## src/sv/tsgc_pkg.sv

```systemverilog
package tsgc_pkg;

   localparam int unsigned PosW    = 7;
   localparam int unsigned TolW    = 8;
   localparam int unsigned WindowW = 16;
   localparam int unsigned CsrW    = 16;
   localparam int unsigned CsrIdxW = 2;

   localparam logic [TolW-1:0]    SlideTolReset  = TolW'(10);
   localparam logic [WindowW-1:0] WindowReset    = WindowW'(300);
   localparam logic [PosW-1:0]    PosThreshReset = PosW'(15);

   typedef enum logic [1:0] {
      FUNC_PRESS   = 2'd0,
      FUNC_RELEASE = 2'd1,
      FUNC_SAMPLE  = 2'd2,
      FUNC_TICK    = 2'd3
   } func_type;

   typedef enum logic [1:0] {
      MODE_IDLE    = 2'd0,
      MODE_TOUCHED = 2'd1,
      MODE_SLIDING = 2'd2,
      MODE_WAITING = 2'd3
   } mode_type;

   typedef enum logic [CsrIdxW-1:0] {
      CSR_SLIDE_TOL  = 2'd0,
      CSR_WINDOW     = 2'd1,
      CSR_POS_THRESH = 2'd2
   } csr_idx_type;

   typedef struct packed {
      func_type        func;
      logic [PosW-1:0] position;
   } req_type;

   typedef struct packed {
      logic            position_valid;
      logic [PosW-1:0] current_position;
      logic            is_sliding;
      logic            double_tap;
      logic            single_tap;
      logic [PosW-1:0] start_position;
      mode_type        gesture_mode;
   } rsp_type;

   typedef struct packed {
      logic [TolW-1:0]    slide_tolerance;
      logic [WindowW-1:0] double_window_ms;
      logic [PosW-1:0]    position_threshold;
   } cfg_type;

   typedef struct packed {
      mode_type           mode;
      logic [WindowW-1:0] since_release_ms;
      logic [PosW-1:0]    first_pos;
      logic [TolW-1:0]    sample_count;
      logic [PosW-1:0]    last_pos;
      logic               finger_down;
   } state_type;

endpackage

```

## src/sv/tsgc_update.sv

```systemverilog
module tsgc_update (
   input  tsgc_pkg::state_type state,
   input  tsgc_pkg::cfg_type   cfg,
   input  tsgc_pkg::req_type   req,
   output tsgc_pkg::state_type state_next,
   output tsgc_pkg::rsp_type   rsp
);
   import tsgc_pkg::*;

   logic [PosW-1:0]    diff;
   logic               near_and_soon;
   logic               short_touch;
   logic [TolW-1:0]    count_inc;
   logic [WindowW-1:0] since_inc;
   logic               dbl;
   logic               sgl;

   assign diff = (req.position > state.first_pos) ? req.position - state.first_pos
                                                  : state.first_pos - req.position;
   assign short_touch = state.sample_count <= cfg.slide_tolerance;
   assign near_and_soon = (state.mode == MODE_WAITING)
                          && (state.since_release_ms < cfg.double_window_ms)
                          && (diff < cfg.position_threshold)
                          && short_touch;
   assign count_inc = (state.sample_count == {TolW{1'b1}}) ? state.sample_count
                                                           : state.sample_count + 1'b1;
   assign since_inc = (state.since_release_ms == {WindowW{1'b1}})
                      ? state.since_release_ms : state.since_release_ms + 1'b1;

   always_comb begin
      state_next = state;
      dbl = 1'b0;
      sgl = 1'b0;
      case (req.func)
         FUNC_PRESS: begin
            state_next.finger_down = 1'b1;
            state_next.last_pos = req.position;
            if (near_and_soon) begin
               dbl = 1'b1;
            end else begin
               state_next.first_pos = req.position;
            end
            state_next.mode = MODE_TOUCHED;
            state_next.sample_count = '0;
         end
         FUNC_RELEASE: begin
            state_next.finger_down = 1'b0;
            state_next.last_pos = req.position;
            if (short_touch) begin
               state_next.mode = MODE_WAITING;
               state_next.since_release_ms = '0;
            end else begin
               state_next.mode = MODE_IDLE;
            end
            state_next.sample_count = '0;
         end
         FUNC_SAMPLE: begin
            state_next.last_pos = req.position;
            state_next.sample_count = count_inc;
            if ((count_inc > cfg.slide_tolerance) && (state.mode == MODE_TOUCHED)) begin
               state_next.mode = MODE_SLIDING;
            end
         end
         FUNC_TICK: begin
            state_next.since_release_ms = since_inc;
            if ((state.mode == MODE_WAITING) && (since_inc > cfg.double_window_ms)) begin
               state_next.mode = MODE_IDLE;
               sgl = 1'b1;
            end
         end
         default: begin
            state_next = state;
         end
      endcase
   end

   always_comb begin
      rsp.position_valid   = state_next.finger_down;
      rsp.current_position = state_next.finger_down ? state_next.last_pos : '0;
      rsp.is_sliding       = state_next.mode == MODE_SLIDING;
      rsp.double_tap       = dbl;
      rsp.single_tap       = sgl;
      rsp.start_position   = state_next.first_pos;
      rsp.gesture_mode     = state_next.mode;
   end

endmodule

```

## src/sv/touch_slider_gesture_classifier.sv

```systemverilog
// touch slider gesture classifier
// request channel (req_valid, req_stall, req_data): one event per request,
// either a press, a release, a position sample or a millisecond tick, with
// the slider position (ignored for ticks).
// response channel (rsp_valid, rsp_stall, rsp_data): exactly one response
// per request, in order, showing finger state, current and start position,
// gesture mode and one-response tap and double-tap pulses.
// csr port (csr_we, csr_index, csr_wdata): writes slide tolerance, double-tap
// window and position threshold; unused indexes are ignored. write only
// while no request is in flight.
// the response is registered at the edge that accepts the request.
// throughput is one request per cycle while the response is not stalled,
// set by the single gesture state update between the state registers and
// the response register.
// reset clears the gesture state, restores the register defaults and
// empties the response register.
// while the response is stalled, req_stall is high and the held response
// does not change; the request is taken in the same cycle the response
// leaves.
module touch_slider_gesture_classifier (
   input  logic                                   clock,
   input  logic                                   reset,
   input  logic                                   req_valid,
   output logic                                   req_stall,
   input  tsgc_pkg::req_type                      req_data,
   output logic                                   rsp_valid,
   input  logic                                   rsp_stall,
   output tsgc_pkg::rsp_type                      rsp_data,
   input  logic                                   csr_we,
   input  logic [tsgc_pkg::CsrIdxW-1:0]           csr_index,
   input  logic [tsgc_pkg::CsrW-1:0]              csr_wdata
);
   import tsgc_pkg::*;

   cfg_type   cfg_ff, cfg_in;
   state_type state_ff, state_in;
   rsp_type   rsp_ff, rsp_in;
   logic      rsp_valid_ff, rsp_valid_in;
   logic      req_take;

   assign req_stall = rsp_valid_ff && rsp_stall;
   assign req_take  = req_valid && !req_stall;

   tsgc_update u_update (
      .state      (state_ff),
      .cfg        (cfg_ff),
      .req        (req_data),
      .state_next (state_in),
      .rsp        (rsp_in)
   );

   always_comb begin
      cfg_in = cfg_ff;
      if (csr_we) begin
         case (csr_idx_type'(csr_index))
            CSR_SLIDE_TOL:  cfg_in.slide_tolerance = csr_wdata[TolW-1:0];
            CSR_WINDOW:     cfg_in.double_window_ms = csr_wdata[WindowW-1:0];
            CSR_POS_THRESH: cfg_in.position_threshold = csr_wdata[PosW-1:0];
            default:        cfg_in = cfg_ff;
         endcase
      end
   end

   assign rsp_valid_in = req_take || (rsp_valid_ff && rsp_stall);

   always_ff @(posedge clock) begin
      if (reset) begin
         cfg_ff.slide_tolerance    <= SlideTolReset;
         cfg_ff.double_window_ms   <= WindowReset;
         cfg_ff.position_threshold <= PosThreshReset;
         state_ff.mode             <= MODE_IDLE;
         state_ff.since_release_ms <= '0;
         state_ff.first_pos        <= '0;
         state_ff.sample_count     <= '0;
         state_ff.last_pos         <= '0;
         state_ff.finger_down      <= 1'b0;
         rsp_valid_ff              <= 1'b0;
      end else begin
         cfg_ff       <= cfg_in;
         rsp_valid_ff <= rsp_valid_in;
         if (req_take) begin
            state_ff <= state_in;
         end
      end
   end

   always_ff @(posedge clock) begin
      if (req_take) begin
         rsp_ff <= rsp_in;
      end
   end

   assign rsp_valid = rsp_valid_ff;
   assign rsp_data  = rsp_ff;

   assert property (@(posedge clock) disable iff (reset)
      rsp_valid |-> !(rsp_data.double_tap && rsp_data.single_tap))
      else $error("tap and double tap in one response");

   assert property (@(posedge clock) disable iff (reset)
      (rsp_valid && rsp_data.single_tap) |-> (rsp_data.gesture_mode == MODE_IDLE))
      else $error("single tap without return to idle");

   assert property (@(posedge clock) disable iff (reset)
      (rsp_valid && rsp_data.double_tap)
      |-> (rsp_data.gesture_mode == MODE_TOUCHED && rsp_data.position_valid))
      else $error("double tap outside a touch");

   assert property (@(posedge clock) disable iff (reset)
      (req_valid && !req_stall) |=> rsp_valid)
      else $error("accepted request gave no response");

endmodule

```

## config.mk

```make
export PLATFORM = sky130hd
export DESIGN_NAME = touch_slider_gesture_classifier
export DESIGN_NICKNAME = d
export VERILOG_FILES = /design/src/sv/tsgc_pkg.sv /design/src/sv/tsgc_update.sv /design/src/sv/touch_slider_gesture_classifier.sv
export SDC_FILE = /design/constraint.sdc
export NUM_CORES = 1
export LEC_CHECK = 0
export BUFFER_PORTS_ARGS = -buffer_cell sky130_fd_sc_hd__buf_2
export CORE_UTILIZATION = 40
export DETAILED_ROUTE_END_ITERATION = 8
export PLACE_DENSITY_LB_ADDON = 0.08
export SETUP_SLACK_MARGIN = 0.5
export SKIP_LAST_GASP = 1
export SLEW_MARGIN = 10
export SYNTH_ARGS = -nofsm -noshare
export SYNTH_HDL_FRONTEND = slang
export SYNTH_SLANG_ARGS = --single-unit
export TNS_END_PERCENT = 30
```

## constraint.sdc

```tcl
create_clock -name clock -period 9.3 [get_ports clock]
set_input_delay 0.93 -clock clock [delete_from_list [all_inputs] [get_ports clock]]
set_output_delay 0.93 -clock clock [all_outputs]
set_load 0.02 [all_outputs]
```

# == After elaboration in Yosys (flattened, before gate mapping) ==
# Cells that the tools add are included.
# word_totals
regBits,93
input_bits,32
output_inout_bits,22
elab_cells,72
# classes
addsub,4
n_lt_le_gt_ge,6
eq_ne,11
n_mux,15
n_reduce_logical,19
# ops
operator,count
$mux 16,2
$pmux 16 s2,1
$pmux 15 s2,1
$mux 7,3
$add 16x1->16 const B,1
$eq 16x16->1 const B,1
$gt 16x16->1,1
$lt 16x16->1,1
$sub 7x7->7,2
$eq 2x2->1 const B,5
$add 8x1->8 const B,1
$eq 8x8->1 const B,1
$gt 8x8->1,1
$le 8x8->1,1
$mux 8,1
$pmux 2 s4,1
$reduce_and 2->1,4
$gt 7x7->1,1
$logic_and 1x1->1,7
$lt 7x7->1,1
$eq 2x1->1 const B,3
$mux 2,3
$logic_not 2->1,2
$reduce_bool 2->1,2
7 further kinds,8

# == Logic depth before layout (Yosys ltp) ==
# Gate-level depths: netlist of run 1.
# logic_depth
depth_word,7
ltp_mapped,19
mapped_depth_nobuf,18

# == Hierarchy ==
# From an unflattened synthesis of run 1, not the netlist that was laid out.
# hier_totals
hier_cells,788
area_unflattened_um2,6965.4
# by_module_without_submodules
module,n_inst,cells_per_inst,area_per_inst_um2,seq_area_each_um2
touch_slider_gesture_classifier,1,330,3774.9,2062.0
tsgc_update,1,458,3190.6,0.0

# == Worst setup path before layout of run 1 ==
# OpenSTA, ideal clock, no wires.
# synth_timing
path_type,input port to flip-flop
startpoint,in req_data[1] (netlist name)
endpoint,reg rsp_ff (netlist bit rsp_data[8]) (data pin)
setup_time_ns,0.260
arrival_ns,4.234
required_time_ns,9.040
path_slack_ns,4.806
stages,18
path_buffers,1
cell_sequence,inv_1 > ha_1 > nor2b_1 > o21ai_0 > a21oi_1 > o21a_1 > o31ai_4 > mux2i_1 > xor2_1 > ha_1 > a211oi_1 > o2111ai_1 > a21oi_1 > and4_4 > nand2_2 > and2_4 > buf_6 > mux2_4
# synth_lines
item,line_no,source
from (decl),touch_slider_gesture_classifier.sv:25,"input tsgc_pkg::req_type req_data,"
to (signal assigned),touch_slider_gesture_classifier.sv:89,rsp_ff <= rsp_in;
to (decl),touch_slider_gesture_classifier.sv:37,"rsp_type rsp_ff, rsp_in;"

==> results of run 1 <==
==> power groups by stage <==
stage               registers [uW]  logic (uW)  clock network (uW)
finish                         437         137                 366
global placement               445         135                   0
CTS                            437         138                 372
global route                   438         155                 386
floorplan                      452        88.2                   0
detailed placement             446         137                   0
==> cell type report <==
type                    count  share of cell area [%]
repair buffers             57                    4.48
multi-input cells         524                    53.4
clock inverters             5                   0.778
flip-flops and latches     93                    31.3
well taps                 180                    3.41
clock buffers              11                    3.53
inverters                  56                    3.19
==> how the worst max path moves through the flow <==
stage                start                     to  slack, ns  depth (start not counted)
2_1_floorplan  req_data[1]  rsp_data[8]$_DFFE_PP_       4.81                         18
3_3_place_gp   req_data[1]  rsp_data[8]$_DFFE_PP_       4.44                         18
3_5_place_dp   req_data[1]  rsp_data[8]$_DFFE_PP_       4.37                         18
4_1_cts        req_data[1]  rsp_data[8]$_DFFE_PP_       4.74                         18
5_1_grt        req_data[1]  rsp_data[8]$_DFFE_PP_       4.45                         18
6_report       req_data[1]  rsp_data[8]$_DFFE_PP_       4.73                         18
==> worst max-delay path, cell delays in order <==
cell and delay (ns):
buf_2 0.16, inv_1 0.12, ha_1 0.34, nor2b_1 0.14, o21ai_0 0.22, a21oi_1 0.13
o21a_1 0.22, o31ai_4 0.38, mux2i_1 0.27, xor2_1 0.17, ha_1 0.26, a211oi_1 0.23
o2111ai_1 0.14, a21oi_1 0.14, and4_4 0.25, nand2_2 0.06, and2_4 0.21, mux2_4 0.30
==> through the flow <==
stage / hold WS [ns] / total power, uW / utilization, %
detailed placement: 0.449 / 583 / 44.8
finish: 0.455 / 939 / 46.8
floorplan: 0.436 / 540 / -
CTS: 0.458 / 947 / 46.8
global route: 0.475 / 979 / 46.8
global placement: 0.445 / 580 / 44.8
==> flip-flops by register name, summed over array words and instances (netlist names) <==
signal and count:
state_ff 41, cfg_ff 31, rsp_data 20, rsp_valid 1
==> kinds of logic after synthesis <==
kind of cell | synth area share (%)
AOI/OAI and AO/OA | 18.0
xor gates and xnor gates | 2.98
adders and majority gates | 15.1
buffers and inverters | 5.13
DFF | 35.0
muxes | 4.74
and+or+nand+nor | 18.9
==> per-layer routing <==
layer  up-vias  part of all wire, %
met5         -                    0
met4         0                  1.7
met3        19                  3.7
met2       101                   41
met1      2363                   53
li1       2554                    -
==> cell usage in the layout, fill, tap and decap left out, types with 3 or more instances in the layout <==
cell type	n
nand4_1	14
a31oi_1	7
nand2_1	94
nand3_1	22
clkbuf_16	9
o211ai_1	8
buf_4	4
nor2_1	66
and3_1	9
and4_1	4
a21o_1	12
xnor2_1	15
nor2b_1	5
mux2i_1	23
nand2b_1	3
ha_1	68
mux2_2	3
edfxtp_1	20
inv_1	56
nor3_1	7
dfxtp_1	73
o21a_1	7
a22o_1	10
o21ai_0	30
xor2_1	5
a21oi_1	66
buf_2	53
nand3b_1	3
==> summary.md, run 1 <==
| Metric | Value |
|---|---|
| Synth area leader | `dfxtp_1` |
| Antenna Nets Post-Route | `0` |
| Top cell type's share of synthesized area | `24.8%` |
| Relative slew slack | `29.0%` |
| Async SR Flop Fraction | `0%` |
| Sequential-to-total area share from yosys stat | `35.0%` |
| Final setup viols | `0` |
| Critical Path AT | `4.67 ns` |
| Layout Area Growth over Synthesis | `12.1%` |
| FF-to-FF setup slack | `5.25 ns` |
| Root Driver | `clkbuf_16` |
| Max VDD drop | `0.0882 mV` |
| Global Route Usage Sum | `21.0%` |
| Footprint of the multi-input gates | `3520 um^2` |
| Number of max-cap violations | `0` |
| Gate power share | `14.6%` |
| DRC Markers | `0` |
| Largest net degree at the start of global routing | `52` |
| Hold_buf cts | `0` |
| Fin. max-slew vios | `0` |
| Clk network pwr share | `38.9%` |
| Startpoint types | `input port` |
| Post-CTS sizing | `0` |
| Area taken by flip-flops and latches | `2060 um^2` |
| Commonest cells in the netlist | `nand2_1 (94), dfxtp_1 (73), ha_1 (68)` |
| Post-synth EDFFs | `20` |
| Via count | `5037` |
| CTS Buf Count | `9` |
| Site row count | `43` |
| Slew @ Worst Pin | `1.06 ns` |
| Period utilization | `49.1%` |
| Drt wl/cell | `16.1 um` |
| Psw | `252 uW` |
| Ranking of synthesized cells by area | `dfxtp_1 (25%), ha_1 (14%), edfxtp_1 (10%)` |
| Grt ovf | `0` |
| Sequential power share | `46.5%` |
| DPL Wire Length | `11.2 mm` |
| First drt pass iteration count | `5` |
| Final hold violations | `0` |
| TNS Setup | `0 ns` |
| Setup Crit Path Kind | `in2reg` |
| Clk slew on worst S/H paths | `0.07 ns` |
| Reg-to-reg endpoint | `rsp_data[8]$_DFFE_PP_` |
| Pwr/cell area | `142 nW/um^2` |
| Die Wd | `123 um` |
| R2r startpoint | `state_ff[17]$_SDFFE_PP0P_` |
| Antenna violations before repair | `0` |
| Min-Delay Path Depth | `2` |
| Critical path data required time | `9.40 ns` |
| Final WL | `14.9 mm` |
| Pint | `688 uW` |
| Ys flop type | `dfxtp_1` |
| Die Ht | `123 um` |
| Clock Path Buffers | `2` |
| CORE AREA | `14100 um^2` |
| Diode count | `0` |
| Top Ports | `54` |
| Unrepaired setup endpoints after global routing | `false` |
| HP Class | `reg2reg` |
| Grt met3 use | `2.86%` |
| Later-pin clock latency in the skew report | `0.36 ns` |
| Post-route setup slack | `4.73 ns` |
| GPL Wtd Cong | `0.896` |
| TritonCTS Sinks | `93` |
| Gr busiest metal | `met1` |
| Syn avg cell area | `8.48 um^2` |
| Setup WS pre-CTS | `4.37 ns` |
| Global-route wire length before repair | `24.1 mm` |
| Post-DP Area | `6310 um^2` |
| Syn nets | `796` |
| Cell Area, Synth | `5880 um^2` |
| Critical path capture point type | `register` |
| Met2 usage | `29.9%` |
| CTS tree | `built` |
| Clk_skew | `0.00964 ns` |
| Post-Synthesis Cells | `694` |
| Crit path time final | `4.57 ns` |
| Initial DRC Count | `313` |
| Synth cell types | `67` |
| Vias per cell | `5.44` |
| Count leader, synth | `nand2_1` |
| Sw Ratio | `26.8%` |
| Placed Cells | `910` |
| Layout cells sized above 1 | `11.7%` |
| Post-route cell area | `6600 um^2` |
| Final #Nets | `843` |
| Outcome | `complete, no violations` |
| Crit path max fanout | `7` |
| Initial core utilization | `41.7%` |
| Htree depth | `3` |
| # Post-CTS Setup Buffers | `0` |
| Yosys reg bits | `93` |
| WHS Endpoint | `state_ff[7]$_SDFFE_PP0P_` |
| Leakage power | `0.00290 uW` |
| Fill cells | `1448` |
| Ys Warns | `0` |
| DIE AREA | `15200 um^2` |
| Met1 usage | `31.6%` |
| Fmax | `219 MHz` |
| Fin cells | `926` |
| Worst Reg-to-Reg Cells | `16` |
| Hold_sp | `state_ff[7]$_SDFFE_PP0P_` |
| Vias in the first global route | `4644` |
| # port buffers | `53` |
(Power assumes the default switching activity.)
==> inputs of run 2 (changes only) <==
clock period = 4.5 ns   (was 9.3 ns; I/O delays follow)
==> run 2 against run 1 <==
  * Wire length down 0.65%
  * Clock power up 110%
  * Power up 110%
  * Global-route usage down 0.097 points
  * Largest power group unchanged
  * Sequential power up 110%
  * Cell count up 0.43%
  * Flip-flop and latch count unchanged
  * Core utilization up 0.58 points
  * Register-to-register slack worse by 4.6 ns
  * Combinational power up 110%
  * Worst setup slack worse by 4.1 ns
  * Non-clock buffer count up 5
==> summary.md, run 2 (synthesis results as in run 1) <==
| Metric | Value |
|---|---|
| Crit path time final | `3.90 ns` |
| Clock Path Buffers | `2 (unchanged)` |
| Reg-to-reg endpoint | `rsp_data[8]$_DFFE_PP_` |
| Max VDD drop | `0.180 mV (+100%)` |
| Die Ht | `123 um (unchanged)` |
| Critical path data required time | `4.60 ns (-4.80 ns)` |
| Crit-path cells | `buf_2 > inv_2 > ha_1 > nor2b_1 > o21ai_1 > a21oi_1 > o21a_1 > o31ai_4 > mux2i_1 > xor2_1 > ha_1 > a211oi_2 > o2111ai_1 > a21oi_1 > and4_4 > nand2_2 > and2_4 > mux2_4` |
| Flip-flop count of the largest register after layout | `41 (unchanged)` |
| Setup WS pre-CTS | `0.179 ns (-4.19 ns)` |
| Post-route setup slack | `0.601 ns (-4.13 ns)` |
| Sequential power share | `45.6% (-0.9 points)` |
| Site row count | `43 (unchanged)` |
| Hold_sp | `csr_wdata[15]` |
| TritonCTS Sinks | `93 (unchanged)` |
| Fmax | `256 MHz` |
| Final hold violations | `0 (unchanged)` |
| Clk_skew | `0.00671 ns (-0.00294 ns)` |
| Area taken by flip-flops and latches | `2060 um^2 (about the same)` |
| Relative slew slack | `29.9% (+0.97 points)` |
| Antenna violations before repair | `0 (unchanged)` |
| Min-Delay Path Depth | `3 (+1)` |
| Clk network pwr share | `39.6% (+0.7 points)` |
| Initial DRC Count | `268 (-14%)` |
| Slew @ Worst Pin | `1.04 ns (-0.0214 ns)` |
| Slowest CP cell | `ha_1` |
| Antenna Nets Post-Route | `0 (unchanged)` |
| Pint | `1470 uW (+110%)` |
| Via count | `5025 (-0.24%)` |
| CORE AREA | `14100 um^2 (unchanged)` |
| Htree depth | `3 (unchanged)` |
| Footprint of the multi-input gates | `3530 um^2 (+0.28%)` |
| Most common cell after layout, fill and taps aside | `nand2_1` |
| TNS Setup | `0 ns (unchanged)` |
| Gate power share | `14.9% (+0.3 points)` |
| Unrepaired setup endpoints after global routing | `true` |
| CTS Buf Count | `9 (unchanged)` |
| Setup Crit Path Kind | `in2reg` |
| Fill cells | `1403 (-3.1%)` |
| HP Class | `in2reg` |
| Layout cells sized above 1 | `12.8% (+1.1 points)` |
| Final #Nets | `848 (+0.59%)` |
| Fin. max-slew vios | `0 (unchanged)` |
| Vias in the first global route | `4551 (-2.0%)` |
| WHS Endpoint | `cfg_ff[22]$_SDFFE_PP0P_` |
| Layout Area Growth over Synthesis | `13.5%` |
| Diode count | `0 (unchanged)` |
| DIE AREA | `15200 um^2 (unchanged)` |
| GPL Wtd Cong | `0.885 (-1.2%)` |
| Largest net degree at the start of global routing | `51 (-1.9%)` |
| Global Route Usage Sum | `20.9% (-0.097 points)` |
| Sw Ratio | `25.6% (-1.2 points)` |
| Pwr/cell area | `297 nW/um^2 (+110%)` |
| Top Ports | `54 (unchanged)` |
| Number of max-cap violations | `0 (unchanged)` |
| FF-to-FF setup slack | `0.63 ns (-4.62 ns)` |
| Largest Register | `state_ff` |
| Vias per cell | `5.40 (-0.67%)` |
| Global-route wire length before repair | `24.0 mm (-0.43%)` |
| Final WL | `14.8 mm (-0.65%)` |
| Clk slew on worst S/H paths | `0.06 ns (about the same)` |
| Initial core utilization | `41.7% (unchanged)` |
| Die Wd | `123 um (unchanged)` |
| Critical path capture point type | `register` |
| Drt wl/cell | `15.9 um (-1.1%)` |
| Largest stage delay, worst path | `0.33 ns (-0.05 ns)` |
| Commonest cells after routing, fill and taps aside | `nand2_1 (94), dfxtp_1 (72), ha_1 (68)` |
| # port buffers | `53 (unchanged)` |
| Crit path max fanout | `6 (-1)` |
| Critical Path AT | `4.00 ns (-0.67 ns)` |
| Final setup viols | `0 (unchanged)` |
| Grt ovf | `0 (unchanged)` |
| First drt pass iteration count | `4 (-1)` |
| Startpoint types | `input port` |
| Outcome | `complete, no violations` |
| Root Driver | `clkbuf_16` |
| DRC Markers | `0 (unchanged)` |
| R2r startpoint | `state_ff[17]$_SDFFE_PP0P_` |
| Psw | `507 uW (+100%)` |
| Hold_buf cts | `0 (unchanged)` |
| Leakage power | `0.00295 uW (+2.0%)` |
| Worst Reg-to-Reg Cells | `16 (unchanged)` |
| CTS tree | `built` |
| Later-pin clock latency in the skew report | `0.35 ns (about the same)` |
| DPL Wire Length | `11.3 mm (+0.57%)` |
| Period utilization | `86.6%` |
run 2: cell count changes in the layout (fill, tap and decap cells not counted), sizes merged:
cell / delta
buf: +5
clkinvlp: -1
clkbuf: +3
clkinv: -3
run 2: final cells by class:
| cell class | instances | share of cell area (%) |
|---|---|---|
| clock buffer | 14 | 4.10 |
| clock inverter | 1 | 0.450 |
| inverter | 56 | 3.15 |
| multi-input combinational | 524 | 52.9 |
| sequential | 93 | 30.9 |
| tap | 180 | 3.37 |
| timing repair buffer | 62 | 5.17 |
run 2: worst max-delay path by stage:
stage | depth (start not counted) | slack [ns] | startpoint | end
floorplan | 18 | 0.51 | req_data[1] | rsp_data[8]$_DFFE_PP_
global placement | 18 | 0.32 | req_data[1] | rsp_data[8]$_DFFE_PP_
detailed placement | 18 | 0.18 | req_data[1] | rsp_data[8]$_DFFE_PP_
CTS | 18 | 0.52 | req_data[1] | rsp_data[8]$_DFFE_PP_
global route | 18 | 0.44 | req_data[1] | rsp_data[8]$_DFFE_PP_
finish | 18 | 0.60 | req_data[1] | rsp_data[8]$_DFFE_PP_
run 2: per-stage QoR:
stage          instances  instance area (um^2)  utilization (%)  hold slack, ns  power, uW
5_1_grt              930                  6680             47.4           0.336       2070
3_5_place_dp         913                  6340             45.0           0.449       1210
3_3_place_gp         913                  6340             45.0           0.445       1210
2_1_floorplan        694                  5890                -           0.436       1120
4_1_cts              928                  6640             47.1           0.327       2000
6_report             930                  6680             47.4           0.332       1980
run 2: critical path, delay by kind of cell:
kind	cells	cell delay, ns
muxes	2	0.56
adders and majority gates	2	0.62
AOI/OAI and AO/OA	7	1.25
and+or+nand+nor	4	0.64
buffers and inverters	2	0.24
xor gates and xnor gates	1	0.23
run 2: routing by layer:
metal	routed length (um)	track usage, %	share of wire, %	vias to the layer above
li1	-	-	-	2566
met5	0	0	0	-
met2	6090	29.6	41	81
met3	600	3.41	4.1	23
met1	7720	31.0	52	2355
met4	367	8.66	2.5	0
run 2: power groups by stage:
stage | Sequential [uW] | Clock (uW) | Combinational, uW
detailed placement | 921 | 0 | 289
global route | 906 | 838 | 327
finish | 903 | 784 | 294
CTS | 902 | 808 | 292
floorplan | 933 | 0 | 185
global placement | 920 | 0 | 285
run 2: timing repair:
action                                  4_1_cts  5_1_grt
resized for setup                             0        3
buffers inserted                              0        2
endpoints found under the setup margin        0       14
